**config.mk**
```make
export PLATFORM = sky130hd
export DESIGN_NAME = packet_admission_checker_core_flat
export DESIGN_NICKNAME = d
export VERILOG_FILES = /design/src/rtl/pac_pkg.sv /design/src/rtl/pac_chan_if.sv /design/src/rtl/pac_divider.sv /design/src/rtl/pac_datapath.sv /design/src/rtl/pac_ctrl.sv /design/src/rtl/packet_admission_checker_core.sv /design/src/flat_wrapper.sv
export VERILOG_INCLUDE_DIRS = /design/src /design/src/rtl
export SDC_FILE = /design/constraint.sdc
export NUM_CORES = 1
export LEC_CHECK = 0
export BUFFER_PORTS_ARGS = -buffer_cell sky130_fd_sc_hd__clkbuf_2
export CAP_MARGIN = 20
export CORE_MARGIN = 5
export CORE_UTILIZATION = 49
export CTS_CLUSTER_DIAMETER = 200
export DETAILED_ROUTE_END_ITERATION = 10
export GPL_ROUTABILITY_DRIVEN = 0
export PLACE_DENSITY = 0.72
export SETUP_SLACK_MARGIN = 0.3
export SLEW_MARGIN = 20
export SYNTH_ARGS = -nofsm -noshare
export SYNTH_HDL_FRONTEND = slang
export SYNTH_SLANG_ARGS = --single-unit
```
**constraint.sdc**
```tcl
create_clock -name clk_i -period 1.14 [get_ports clk_i]
set_input_delay 0.228 -clock clk_i [delete_from_list [all_inputs] [get_ports clk_i]]
set_output_delay 0.228 -clock clk_i [all_outputs]
set_load 0.005 [all_outputs]
```
**src/rtl/packet_admission_checker_core_macros.svh**
```systemverilog
// assertion macros for the rtl, included by pac_ctrl.sv
`ifndef PACKET_ADMISSION_CHECKER_CORE_MACROS_SVH
`define PACKET_ADMISSION_CHECKER_CORE_MACROS_SVH

// same-cycle implication
`define PAC_ASSERT_IMP(lbl, ante, cons) \
  lbl: assert property (@(posedge clk_i) disable iff (!rst_ni) (ante) |-> (cons)) \
    else $error("pac assertion failed");

// next-cycle implication
`define PAC_ASSERT_NXT(lbl, ante, cons) \
  lbl: assert property (@(posedge clk_i) disable iff (!rst_ni) (ante) |=> (cons)) \
    else $error("pac assertion failed");

`endif

```
**src/rtl/pac_pkg.sv**
```systemverilog
`default_nettype none

package pac_pkg;

  localparam int unsigned PortW     = 3;
  localparam int unsigned PriW      = 3;
  localparam int unsigned AmountW   = 16;
  localparam int unsigned BusWidthW = 13;
  localparam int unsigned MultW     = 8;
  localparam int unsigned NeedW     = AmountW + MultW;
  localparam int unsigned CfgIdxW   = 8;
  localparam int unsigned CfgDataW  = 16;

  typedef enum logic [1:0] {
    OP_WORD      = 2'd0,
    OP_PKT_SPACE = 2'd1,
    OP_DSC_SPACE = 2'd2,
    OP_MTU       = 2'd3
  } opcode_e;

  typedef enum logic [1:0] {
    WA_NONE        = 2'd0,
    WA_FORWARD     = 2'd1,
    WA_DROP        = 2'd2,
    WA_DROP_NOTIFY = 2'd3
  } word_action_e;

  typedef enum logic [1:0] {
    DA_NONE    = 2'd0,
    DA_FORWARD = 2'd1,
    DA_DISCARD = 2'd2
  } desc_action_e;

  localparam logic [CfgIdxW-1:0] CFG_BUS_WIDTH = CfgIdxW'(0);
  localparam logic [CfgIdxW-1:0] CFG_DATA_MULT = CfgIdxW'(1);
  localparam logic [CfgIdxW-1:0] CFG_DESC_MIN  = CfgIdxW'(2);

  localparam logic [BusWidthW-1:0] BusWidthRst = BusWidthW'(256);
  localparam logic [MultW-1:0]     DataMultRst = MultW'(1);
  localparam logic [AmountW-1:0]   DescMinRst  = AmountW'(1);

  typedef struct packed {
    opcode_e              opcode;
    logic [PortW-1:0]     port;
    logic [PriW-1:0]      priority_req;
    logic                 pkt_start;
    logic                 chunk_first;
    logic                 pkt_end;
    logic                 chunk_last;
    logic [AmountW-1:0]   amount;
  } item_t;

  typedef struct packed {
    word_action_e word_action;
    desc_action_e descriptor_action;
    logic         port_accepted;
  } result_t;

  typedef struct packed {
    logic [CfgIdxW-1:0]  index;
    logic [CfgDataW-1:0] data;
  } cfg_beat_t;

  typedef struct packed {
    logic clear;
    logic load;
    logic div_start;
    logic mul;
    logic finish;
  } ctrl_cmd_t;

  typedef struct packed {
    logic clr_last;
    logic need_div;
    logic div_done;
  } dp_status_t;

endpackage

`default_nettype wire

```
**src/rtl/pac_chan_if.sv**
```systemverilog
`default_nettype none

interface pac_chan_if #(
  parameter type payload_t = logic
);
  logic     valid;
  logic     ready;
  payload_t payload;

  modport source (output valid, output payload, input ready);
  modport sink (input valid, input payload, output ready);
endinterface

`default_nettype wire

```
**src/rtl/pac_divider.sv**
```systemverilog
`default_nettype none

module pac_divider (
  input  wire logic                            clk_i,
  input  wire logic                            rst_ni,
  input  wire logic                            start_i,
  input  wire logic [pac_pkg::AmountW-1:0]     dividend_i,
  input  wire logic [pac_pkg::BusWidthW-1:0]   divisor_i,
  output logic                                 done_o,
  output logic [pac_pkg::AmountW-1:0]          quotient_o,
  output logic                                 rem_nz_o
);

  localparam int unsigned DivW = pac_pkg::AmountW;
  localparam int unsigned DsrW = pac_pkg::BusWidthW;
  localparam int unsigned CntW = $clog2(DivW);

  logic [DivW-1:0] quo_q;
  logic [DsrW-1:0] rem_q;
  logic [CntW-1:0] cnt_q;
  logic            busy_q;
  logic            done_q;

  logic [DsrW:0]   trial;
  logic [DsrW:0]   diff;
  logic            ge;
  logic [DsrW-1:0] rem_next;

  // one quotient bit per cycle, restoring
  assign trial    = {rem_q, quo_q[DivW-1]};
  assign ge       = trial >= {1'b0, divisor_i};
  assign diff     = trial - {1'b0, divisor_i};
  assign rem_next = ge ? diff[DsrW-1:0] : trial[DsrW-1:0];

  always_ff @(posedge clk_i or negedge rst_ni) begin
    if (!rst_ni) begin
      busy_q <= 1'b0;
      done_q <= 1'b0;
      cnt_q  <= '0;
    end else if (start_i) begin
      busy_q <= 1'b1;
      done_q <= 1'b0;
      cnt_q  <= '0;
    end else if (busy_q) begin
      cnt_q <= cnt_q + 1'b1;
      if (cnt_q == CntW'(DivW - 1)) begin
        busy_q <= 1'b0;
        done_q <= 1'b1;
      end
    end else begin
      done_q <= 1'b0;
    end
  end

  always_ff @(posedge clk_i) begin
    if (start_i) begin
      quo_q <= dividend_i;
      rem_q <= '0;
    end else if (busy_q) begin
      quo_q <= {quo_q[DivW-2:0], ge};
      rem_q <= rem_next;
    end
  end

  assign done_o     = done_q;
  assign quotient_o = quo_q;
  assign rem_nz_o   = |rem_q;

endmodule

`default_nettype wire

```
**src/rtl/pac_datapath.sv**
```systemverilog
`default_nettype none

module pac_datapath #(
  parameter int unsigned NUM_PORTS      = 8,
  parameter int unsigned NUM_PRIORITIES = 8
) (
  input  wire logic                  clk_i,
  input  wire logic                  rst_ni,
  input  wire pac_pkg::ctrl_cmd_t    cmd_i,
  output pac_pkg::dp_status_t        st_o,
  input  wire pac_pkg::item_t        item_i,
  input  wire logic                  cfg_valid_i,
  input  wire pac_pkg::cfg_beat_t    cfg_i,
  output pac_pkg::result_t           result_o
);

  localparam int unsigned Depth  = NUM_PORTS * NUM_PRIORITIES;
  localparam int unsigned TblAw  = (Depth > 1) ? $clog2(Depth) : 1;
  localparam int unsigned PortAw = (NUM_PORTS > 1) ? $clog2(NUM_PORTS) : 1;
  localparam int unsigned AmountW = pac_pkg::AmountW;
  localparam int unsigned NeedW   = pac_pkg::NeedW;

  pac_pkg::item_t   item_q;
  pac_pkg::result_t result_q;
  pac_pkg::result_t res_d;

  logic [pac_pkg::BusWidthW-1:0] bw_q;
  logic [pac_pkg::BusWidthW-1:0] bw_eff;
  logic [pac_pkg::MultW-1:0]     mult_q;
  logic [AmountW-1:0]            dmin_q;

  logic [AmountW-1:0] pkt_mem [Depth];
  logic [AmountW-1:0] dsc_mem [Depth];
  logic [AmountW-1:0] mtu_mem [NUM_PORTS];
  logic [AmountW-1:0] pkt_rd_q;
  logic [AmountW-1:0] dsc_rd_q;
  logic [AmountW-1:0] mtu_rd_q;

  logic [TblAw-1:0]     clr_q;
  logic [NUM_PORTS-1:0] flags_q;
  logic [NeedW-1:0]     need_q;

  logic                 port_ok;
  logic                 pri_ok;
  logic                 idx_ok;
  logic [PortAw-1:0]    port_sel;
  logic [TblAw-1:0]     tbl_idx;
  logic                 flag;
  logic                 first_word;
  logic                 accept;
  pac_pkg::word_action_e drop_code;

  logic               div_done;
  logic [AmountW-1:0] quo;
  logic               rem_nz;
  logic [AmountW-1:0] entries;

  always_ff @(posedge clk_i) begin
    if (cmd_i.load) begin
      item_q <= item_i;
    end
  end

  assign port_ok  = 32'(item_q.port) < NUM_PORTS;
  assign pri_ok   = 32'(item_q.priority_req) < NUM_PRIORITIES;
  assign idx_ok   = port_ok && pri_ok;
  assign port_sel = PortAw'(item_q.port);
  assign tbl_idx  = TblAw'(32'(item_q.port) * NUM_PRIORITIES + 32'(item_q.priority_req));

  // config registers
  always_ff @(posedge clk_i or negedge rst_ni) begin
    if (!rst_ni) begin
      bw_q   <= pac_pkg::BusWidthRst;
      mult_q <= pac_pkg::DataMultRst;
      dmin_q <= pac_pkg::DescMinRst;
    end else if (cfg_valid_i) begin
      unique case (cfg_i.index)
        pac_pkg::CFG_BUS_WIDTH: bw_q   <= cfg_i.data[pac_pkg::BusWidthW-1:0];
        pac_pkg::CFG_DATA_MULT: mult_q <= cfg_i.data[pac_pkg::MultW-1:0];
        pac_pkg::CFG_DESC_MIN:  dmin_q <= cfg_i.data[AmountW-1:0];
        default: ;
      endcase
    end
  end

  // clearing sweep address
  always_ff @(posedge clk_i or negedge rst_ni) begin
    if (!rst_ni) begin
      clr_q <= '0;
    end else if (cmd_i.clear) begin
      clr_q <= clr_q + 1'b1;
    end
  end

  // space and mtu tables
  always_ff @(posedge clk_i) begin
    pkt_rd_q <= pkt_mem[tbl_idx];
    dsc_rd_q <= dsc_mem[tbl_idx];
    mtu_rd_q <= mtu_mem[port_sel];
    if (cmd_i.clear) begin
      pkt_mem[clr_q] <= '0;
      dsc_mem[clr_q] <= '0;
      if (32'(clr_q) < NUM_PORTS) begin
        mtu_mem[clr_q[PortAw-1:0]] <= '0;
      end
    end else if (cmd_i.finish) begin
      if (item_q.opcode == pac_pkg::OP_PKT_SPACE && idx_ok) begin
        pkt_mem[tbl_idx] <= item_q.amount;
      end
      if (item_q.opcode == pac_pkg::OP_DSC_SPACE && idx_ok) begin
        dsc_mem[tbl_idx] <= item_q.amount;
      end
      if (item_q.opcode == pac_pkg::OP_MTU && port_ok) begin
        mtu_mem[port_sel] <= item_q.amount;
      end
    end
  end

  assign bw_eff = (bw_q == '0) ? pac_pkg::BusWidthW'(1) : bw_q;

  pac_divider u_div (
    .clk_i      (clk_i),
    .rst_ni     (rst_ni),
    .start_i    (cmd_i.div_start),
    .dividend_i (mtu_rd_q),
    .divisor_i  (bw_eff),
    .done_o     (div_done),
    .quotient_o (quo),
    .rem_nz_o   (rem_nz)
  );

  // ceiling of the quotient
  assign entries = quo + AmountW'(rem_nz);

  always_ff @(posedge clk_i) begin
    if (cmd_i.mul) begin
      need_q <= NeedW'(entries) * NeedW'(mult_q);
    end
  end

  assign flag       = port_ok ? flags_q[port_sel] : 1'b0;
  assign first_word = item_q.opcode == pac_pkg::OP_WORD && item_q.pkt_start &&
                      item_q.chunk_first;
  assign accept     = idx_ok && (need_q <= NeedW'(pkt_rd_q)) && (dmin_q <= dsc_rd_q);
  assign drop_code  = (item_q.pkt_end && item_q.chunk_last) ?
                      pac_pkg::WA_DROP_NOTIFY : pac_pkg::WA_DROP;

  always_comb begin
    res_d.word_action       = pac_pkg::WA_NONE;
    res_d.descriptor_action = pac_pkg::DA_NONE;
    res_d.port_accepted     = flag;
    case (item_q.opcode)
      pac_pkg::OP_WORD: begin
        if (first_word) begin
          if (accept) begin
            res_d.word_action       = pac_pkg::WA_FORWARD;
            res_d.descriptor_action = pac_pkg::DA_FORWARD;
          end else begin
            res_d.word_action       = drop_code;
            res_d.descriptor_action = pac_pkg::DA_DISCARD;
          end
          if (idx_ok) begin
            res_d.port_accepted = accept;
          end
        end else begin
          res_d.word_action = flag ? pac_pkg::WA_FORWARD : drop_code;
        end
      end
      default: ;
    endcase
  end

  always_ff @(posedge clk_i or negedge rst_ni) begin
    if (!rst_ni) begin
      flags_q <= '0;
    end else if (cmd_i.finish && first_word && idx_ok) begin
      flags_q[port_sel] <= accept;
    end
  end

  always_ff @(posedge clk_i) begin
    if (cmd_i.finish) begin
      result_q <= res_d;
    end
  end

  assign result_o       = result_q;
  assign st_o.clr_last  = clr_q == TblAw'(Depth - 1);
  assign st_o.need_div  = first_word && idx_ok;
  assign st_o.div_done  = div_done;

endmodule

`default_nettype wire

```
**src/rtl/pac_ctrl.sv**
```systemverilog
`default_nettype none

`include "packet_admission_checker_core_macros.svh"

module pac_ctrl (
  input  wire logic                 clk_i,
  input  wire logic                 rst_ni,
  input  wire logic                 in_valid_i,
  output logic                      in_ready_o,
  output logic                      out_valid_o,
  input  wire logic                 out_ready_i,
  output pac_pkg::ctrl_cmd_t        cmd_o,
  input  wire pac_pkg::dp_status_t  st_i
);

  typedef enum logic [2:0] {
    ST_CLEAR,
    ST_IDLE,
    ST_RD,
    ST_DSTART,
    ST_DIV,
    ST_MUL,
    ST_FIN
  } state_e;

  state_e state_q;
  logic   in_ready_q;
  logic   out_valid_q;

  always_comb begin
    cmd_o.clear     = state_q == ST_CLEAR;
    cmd_o.load      = state_q == ST_IDLE && in_valid_i && in_ready_q;
    cmd_o.div_start = state_q == ST_DSTART;
    cmd_o.mul       = state_q == ST_MUL;
    cmd_o.finish    = state_q == ST_FIN && (!out_valid_q || out_ready_i);
  end

  always_ff @(posedge clk_i or negedge rst_ni) begin
    if (!rst_ni) begin
      state_q     <= ST_CLEAR;
      in_ready_q  <= 1'b0;
      out_valid_q <= 1'b0;
    end else begin
      if (out_valid_q && out_ready_i && !cmd_o.finish) begin
        out_valid_q <= 1'b0;
      end
      unique case (state_q)
        ST_CLEAR: begin
          if (st_i.clr_last) begin
            state_q    <= ST_IDLE;
            in_ready_q <= 1'b1;
          end
        end
        ST_IDLE: begin
          if (in_valid_i && in_ready_q) begin
            state_q    <= ST_RD;
            in_ready_q <= 1'b0;
          end
        end
        ST_RD: begin
          state_q <= st_i.need_div ? ST_DSTART : ST_FIN;
        end
        ST_DSTART: begin
          state_q <= ST_DIV;
        end
        ST_DIV: begin
          if (st_i.div_done) begin
            state_q <= ST_MUL;
          end
        end
        ST_MUL: begin
          state_q <= ST_FIN;
        end
        ST_FIN: begin
          if (!out_valid_q || out_ready_i) begin
            out_valid_q <= 1'b1;
            in_ready_q  <= 1'b1;
            state_q     <= ST_IDLE;
          end
        end
        default: begin
          state_q <= ST_IDLE;
        end
      endcase
    end
  end

  assign in_ready_o  = in_ready_q;
  assign out_valid_o = out_valid_q;

  `PAC_ASSERT_IMP(a_load_idle, cmd_o.load, state_q == ST_IDLE)
  `PAC_ASSERT_IMP(a_finish_slot, cmd_o.finish, !out_valid_q || out_ready_i)
  `PAC_ASSERT_IMP(a_div_done_in_div, st_i.div_done, state_q == ST_DIV)
  `PAC_ASSERT_NXT(a_start_div, cmd_o.div_start, state_q == ST_DIV)

endmodule

`default_nettype wire

```
**src/rtl/packet_admission_checker_core.sv**
```systemverilog
`default_nettype none

// channel    dir   payload               beat taken when
// item_i     in    pac_pkg::item_t       item_i.valid & item_i.ready
// result_o   out   pac_pkg::result_t     result_o.valid & result_o.ready
// cfg_i      in    pac_pkg::cfg_beat_t   cfg_i.valid (ready always high)
//
// first word of a packet with a valid port and priority: the result waits on the
// 16-step restoring divider for ceil(mtu / bus width) and the multiply after it
// other beats: the item passes ST_RD and ST_FIN before its result is registered
// one item at a time; the result register lets the next beat in while it waits,
// a result still held at the end of the next item stalls that item and item_i
// after reset a clearing pass over all NUM_PORTS*NUM_PRIORITIES entries zeroes the
// space and mtu tables, item_i stays not ready meanwhile

module packet_admission_checker_core #(
  parameter int unsigned NUM_PORTS      = 8,
  parameter int unsigned NUM_PRIORITIES = 8
) (
  input  wire logic   clk_i,
  input  wire logic   rst_ni,
  pac_chan_if.sink    item_i,
  pac_chan_if.source  result_o,
  pac_chan_if.sink    cfg_i
);

  pac_pkg::ctrl_cmd_t  cmd;
  pac_pkg::dp_status_t st;
  pac_pkg::result_t    result;
  logic                in_ready;
  logic                out_valid;

  pac_ctrl u_ctrl (
    .clk_i       (clk_i),
    .rst_ni      (rst_ni),
    .in_valid_i  (item_i.valid),
    .in_ready_o  (in_ready),
    .out_valid_o (out_valid),
    .out_ready_i (result_o.ready),
    .cmd_o       (cmd),
    .st_i        (st)
  );

  pac_datapath #(
    .NUM_PORTS      (NUM_PORTS),
    .NUM_PRIORITIES (NUM_PRIORITIES)
  ) u_dp (
    .clk_i       (clk_i),
    .rst_ni      (rst_ni),
    .cmd_i       (cmd),
    .st_o        (st),
    .item_i      (item_i.payload),
    .cfg_valid_i (cfg_i.valid),
    .cfg_i       (cfg_i.payload),
    .result_o    (result)
  );

  assign item_i.ready     = in_ready;
  assign result_o.valid   = out_valid;
  assign result_o.payload = result;
  assign cfg_i.ready      = 1'b1;

endmodule

`default_nettype wire
```
**src/flat_wrapper.sv**
```systemverilog
// flat-port wrapper written by rule: the top's interface ports become plain ports
module packet_admission_checker_core_flat 
#(
  parameter int unsigned NUM_PORTS      = 8,
  parameter int unsigned NUM_PRIORITIES = 8
)
  (clk_i, rst_ni, item_i_valid, item_i_payload, item_i_ready, result_o_valid, result_o_payload, result_o_ready, cfg_i_valid, cfg_i_payload, cfg_i_ready);
  pac_chan_if item_i_i ();
  pac_chan_if result_o_i ();
  pac_chan_if cfg_i_i ();
  input  wire logic clk_i;
  input  wire logic rst_ni;
  input wire logic [$bits(item_i_i.valid)-1:0] item_i_valid;
  input wire logic [$bits(item_i_i.payload)-1:0] item_i_payload;
  output wire logic [$bits(item_i_i.ready)-1:0] item_i_ready;
  output wire logic [$bits(result_o_i.valid)-1:0] result_o_valid;
  output wire logic [$bits(result_o_i.payload)-1:0] result_o_payload;
  input wire logic [$bits(result_o_i.ready)-1:0] result_o_ready;
  input wire logic [$bits(cfg_i_i.valid)-1:0] cfg_i_valid;
  input wire logic [$bits(cfg_i_i.payload)-1:0] cfg_i_payload;
  output wire logic [$bits(cfg_i_i.ready)-1:0] cfg_i_ready;
  assign item_i_i.valid = item_i_valid;
  assign item_i_i.payload = item_i_payload;
  assign item_i_ready = item_i_i.ready;
  assign result_o_valid = result_o_i.valid;
  assign result_o_payload = result_o_i.payload;
  assign result_o_i.ready = result_o_ready;
  assign cfg_i_i.valid = cfg_i_valid;
  assign cfg_i_i.payload = cfg_i_payload;
  assign cfg_i_ready = cfg_i_i.ready;
  packet_admission_checker_core #(.NUM_PORTS(NUM_PORTS), .NUM_PRIORITIES(NUM_PRIORITIES)) u_core (.clk_i(clk_i), .rst_ni(rst_ni), .item_i(item_i_i), .result_o(result_o_i), .cfg_i(cfg_i_i));
endmodule
```
After elaboration in Yosys (flattened, before gate mapping)
Index checks and enable logic that the tools add are counted.

cells by class
  reduce and logical (&&, ||, !) cells = 13
  mux-type cells = 20
  $lt $le $gt $ge = 0
  div/mod/pow operators = 0
  shift-type cells = 0
  multiply operators = 0
  equal/unequal tests = 13
  bitwise operators = 0
  add/subtract/negate cells = 2

operators with widths
  kind                                                             number
  3-bit case mux with 6 select lines                               1
  1-bit two-way mux                                                12
  3-bit two-way mux                                                4
  3-bit == test, second input constant                             3
  4-bit two-way mux                                                2
  4-bit AND reduction                                              2
  6-bit by 1-bit adder with 6-bit output, second input constant    1
  3-bit by 2-bit == test with 1-bit output, second input constant  2
  6-bit == test, second input constant                             1
  4-bit by 1-bit adder with 4-bit output, second input constant    1
  4-bit == test, second input constant                             1
  1-bit logical AND                                                4
  2-bit by 1-bit != test with 1-bit output, second input constant  2
  2-bit != test, second input constant                             2
  3-bit by 1-bit == test with 1-bit output, second input constant  1
  3-bit logical NOT                                                1
  3-bit by 2-bit != test with 1-bit output, second input constant  1
  1-bit case mux with 3 select lines                               1
  3-bit nonzero test                                               1
  1-bit logical NOT                                                2
  2-bit nonzero test                                               1
  2-bit OR reduction                                               1
  1-bit logical OR                                                 1

word-level totals
  logic and storage cells = 55
  register bits after elaboration = 17
  output and inout bits = 4
  memories kept = 0
  RAM bits = 0
  memory bits (read-only) = 0
  input bits = 7
  bits in latches = 0

Logic depth before layout (Yosys ltp)
  word-level depth = 8
  gate-level depth with buffers = 4

Modules after synthesis
From an unflattened synthesis, not the netlist that was laid out.

second synthesis, totals
  cell total of the unflattened synthesis = 4858
  area, all modules = 96465.0 um^2

modules (own cells, without submodules)
  module                         area an instance (um^2)  cells an instance  times used
  pac_datapath                   93681.1                  4559               1
  pac_divider                    2319.7                   238                1
  pac_ctrl                       449.2                    58                 1
  packet_admission_checker_core  15.0                     3                  1

Worst setup path before layout
No wires, ideal clock.

  path type = register to register
  from = register u_core.u_ctrl.state_q[1]
  to = register u_core.u_dp.clr_q[1]
  buffers on the path = 1
  arrival time = 1.073 ns
  library setup time = 0.128 ns
  clock period less this slack = 1.201 ns
  required time = 1.012 ns
  cell stages (with the launch flop) = 4
  setup slack = -0.061 ns
  cell sequence = dfrtp_1 -> buf_6 -> nor3_4 -> mux2_1

on the way
  longest elaborated chain between the ends = 1

RTL lines
  item                      line                source
  start: declaration        pac_ctrl.sv:26      state_e state_q;
  start signal: assignment  pac_ctrl.sv:61      state_q <= st_i.need_div ? ST_DSTART : ST_FIN;
  3-bit logical NOT         pac_ctrl.sv:31      cmd_o.clear = state_q == ST_CLEAR;
  end signal: assignment    pac_datapath.sv:91  clr_q <= clr_q + 1'b1;
  end: declaration          pac_datapath.sv:39  logic [TblAw-1:0] clr_q;

No other way between the ends.
A chain may end at the register's enable or synchronous reset.

Final worst setup path
  from = register u_core.u_ctrl.state_q[2]
  to = register u_core.u_dp.clr_q[1]

The elaborated chain is that of the path after synthesis.

==> flow_summary.yaml <==
global_route:
  antenna_found_initial: 0
  grt_pass1_wl_mm: 2.56
  overflow: 0
  grt_max_degree: 18
  first_global_vias: 609
  grt_usage_pct: 12.7
floorplanning:
  start_util_pct: 49.9
  die-width_microns: 51.5
  die_area_sq_um: 2650
  chipHeight_microns: 51.5
  row_count: 15
  core_area_sq_um: 1690
  io_pins: 11
pwr:
  power_frac_comb_pct: 48.5
  powerDensity_nw_per_um2: 2550
  p_leak_uw: 0.000493
  switching_share_pct: 35.9
  power.internal_uw: 1800
  pwr-share-clk_pct: 10.9
  irDropWorstVdd_mv: 1.09
  power_frac_seq_pct: 40.6
  power.switching_uw: 1010
sta:
  fmax_mhz: 837
  slew_violations: 0
  skew_ps: 0.827
  fin_ws_ps: -55.2
  hold_slack_ps: 331
  hold_viol: 0
  fin_crit_ps: 1200
  rsz0062_at_grt: "yes"
  setup_viol: 6
  post-route-period-util_pct: 105
critical_path:
  path_cells: "nor3_4 > mux2_4"
  critPathBufInv: 0
  cp.depth: 2
  end_kind: "flip-flop"
  r2r_cells: 2
  critical-path-top-delay-family: "flip-flops"
  critPathKind: "reg -> reg"
  worstPathArrival_ps: 1360
  critPathSlowestCell: "dfrtp_1"
  worstPathRequired_ps: 1310
  worstPathMaxFanout: 6
  max_stage_delay_ps: 440
  start_kind: "flip-flop"
  startpoint: "u_core.u_ctrl.state_q[2]"
  r2r_start: "u_core.u_ctrl.state_q[2]"
clocking:
  cts.sinks: 17
  clockRootBuffer: "clkbuf_4"
  ctsLongestPathBuffers: 2
  path_clk_slew_ps: 90
  cts_made_buffers: 3
  cts_tree: "built"
  clk_latency_ps: 270
  htree_levels: 1
finish:
  drive_above_1_share_pct: 43.3
  n_fill_cell: 125
  diodes: 0
  syn2layout_area_growth_pct: 30.9
  nNetsFinal: 107
  finish.utilization_pct: 65.3
worst_hold_path:
  min_from: "item_i_valid"
  whs_path_depth: 3
  hold_path_class: "in -> reg"
synthesis:
  netlist_instances: 78
  muxShareOfSynthArea_pct: 2.52
  synth_compound_area_share_pct: 8.90
  avgSynthCellArea_sq_um: 10.8
  yosys.area_share.simple_pct: 20.9
  synth_top_family_by_area: "simple AND/OR/NAND/NOR gates"
  synth_edf_count: 0
  syn_area_sq_um: 843
  synth-main-ff-cell: "dfrtp_1"
  synth.distinct_cells: 32
  async_reset_ff_share_pct: 100
  synth_fp_nets: 87
  synth_seq_cells: 17
  synthAdderAreaFrac_pct: 2.97
  yosysWarnings: 0
  yosys.area_share.xor_xnor_pct: 8.31
  synth-seq-area-share_pct: 50.4
route:
  dr.pass1.iters: 4
  viasPerCell: 5.53
  detail_route.wirelength_mm: 1.63
  drc: 0
  routedWlPerCell_microns: 14.3
  antenna_left: 0
  vias: 630
  drtIter0Drc: 3
placement:
  port_buffers: 5
  dp_hpwl_mm: 1.03
run_status:
  outcome: "finished with violations"
  violations: "setup timing"
job:
  maxCapViolCount: 0
-- cells in the final DEF (no fill, tap or decap), types with 2 or more instances in the layout --
cell	instances
dfrtp_1	16
buf_4	8
buf_6	6
xnor2_1	5
nand2_1	4
nor2_4	4
clkbuf_2	4
nand4_1	3
xor2_1	3
and3_1	3
clkbuf_4	3
nand2b_1	2
nor2_1	2
or2_4	2
a31oi_1	2
conb_1	2
-- tightest hold or removal path, delay by kind of cell --
kind | cells | cell delay (ps)
buf+inv | 1 | 110
compound gates | 1 | 80
simple gates | 1 | 160
-- per-layer routing --
metal  global-route usage, %  vias to the layer above  part of all wire, %
li1                        -                      305                    -
met1                    15.4                      313                   46
met2                    22.5                       10                   50
met3                    2.62                        2                  3.1
met4                    3.93                        0                 0.37
met5                       0                        -                    0
-- flip-flops by register name (all words and copies together) (netlist names) --
signal / flops
u_core.u_ctrl.out_valid_o: 1
u_core.u_dp.u_div.cnt_q: 4
u_core.u_dp.clr_q: 6
u_core.u_dp.u_div.done_o: 1
u_core.u_ctrl.in_ready_o: 1
u_core.u_dp.u_div.busy_q: 1
u_core.u_ctrl.state_q: 3
-- cell families (layout without fill, tap and decap cells) --
group | after synthesis | count (layout)
muxes | 2 | 2
adders and majority gates | 2 | 2
buffers and inverters | 5 | 24
and+or+nand+nor | 31 | 31
DFF | 17 | 17
xor gates and xnor gates | 8 | 8
AOI/OAI and AO/OA | 11 | 11
other | 2 | 2
-- worst paths after layout --
| path | endpoint | slack, ps |
|---|---|---|
| worst max-delay path | u_core.u_dp.clr_q[1] | -60 |
| worst min-delay path | u_core.u_ctrl.state_q[0] | 330 |
| worst max register to register | u_core.u_dp.clr_q[1] | -60 |
| worst min register to register | u_core.u_dp.clr_q[5] | 500 |
| max in group asynchronous | u_core.u_ctrl.state_q[1] | 440 |
| min in group asynchronous | u_core.u_dp.u_div.cnt_q[2] | 410 |
-- cell usage after synthesis, types with 2 or more instances --
cell       n  area share [%]
a21oi_1    2             1.2
a31oi_1    2             1.5
and3_1     4             3.0
buf_4      2             1.8
buf_6      2             2.7
conb_1     2            0.89
dfrtp_1   17              50
ha_1       2             3.0
nand2_1    5             2.2
nand2b_1   3             2.2
nand4_1    3             2.2
nor2_1     7             3.1
nor3b_1    2             1.8
xnor2_1    5             5.2
xor2_1     3             3.1
-- metrics by stage --
step	setup WS [ps]	TNS [ps]	total power [uW]	cells	instance area (sq um)
after floorplan	-51.0	-85.4	1760	78	866
after global placement	-33.8	-95.2	2030	105	938
after detailed placement	-52.4	-95.1	2070	105	938
after CTS	-33.4	-83.1	2420	110	990
after global routing	-126	-853	3020	114	1100
final	-55.2	-183	2810	114	1100
-- cell type report --
| class | instances | area, sq um | share of cell area (%) |
|---|---|---|---|
| Multi-Input combinational cell | 56 | 467 | 42.3 |
| Timing Repair Buffer | 20 | 163 | 14.7 |
| Clock buffer | 4 | 26.3 | 2.38 |
| Sequential cell | 17 | 427 | 38.7 |
| Tap cell | 17 | 21.3 | 1.93 |
-- repair_timing --
action                                  in CTS  in global routing
hold buffers                                 1                  0
resized for setup                            3                 25
hold endpoints to repair                    17                  0
endpoints found under the setup margin      19                 19
setup buffers                                0                  4
pin swaps                                    6                 13
-- power by group through the flow --
stage	combinational, uW	sequential, uW	clock (uW)
floorplan	705	1060	0
global placement	921	1110	0
detailed placement	948	1130	0
CTS	978	1120	317
global route	1500	1170	344
finish	1360	1140	305
No activity file was read; power rests on OpenSTA's default activity.
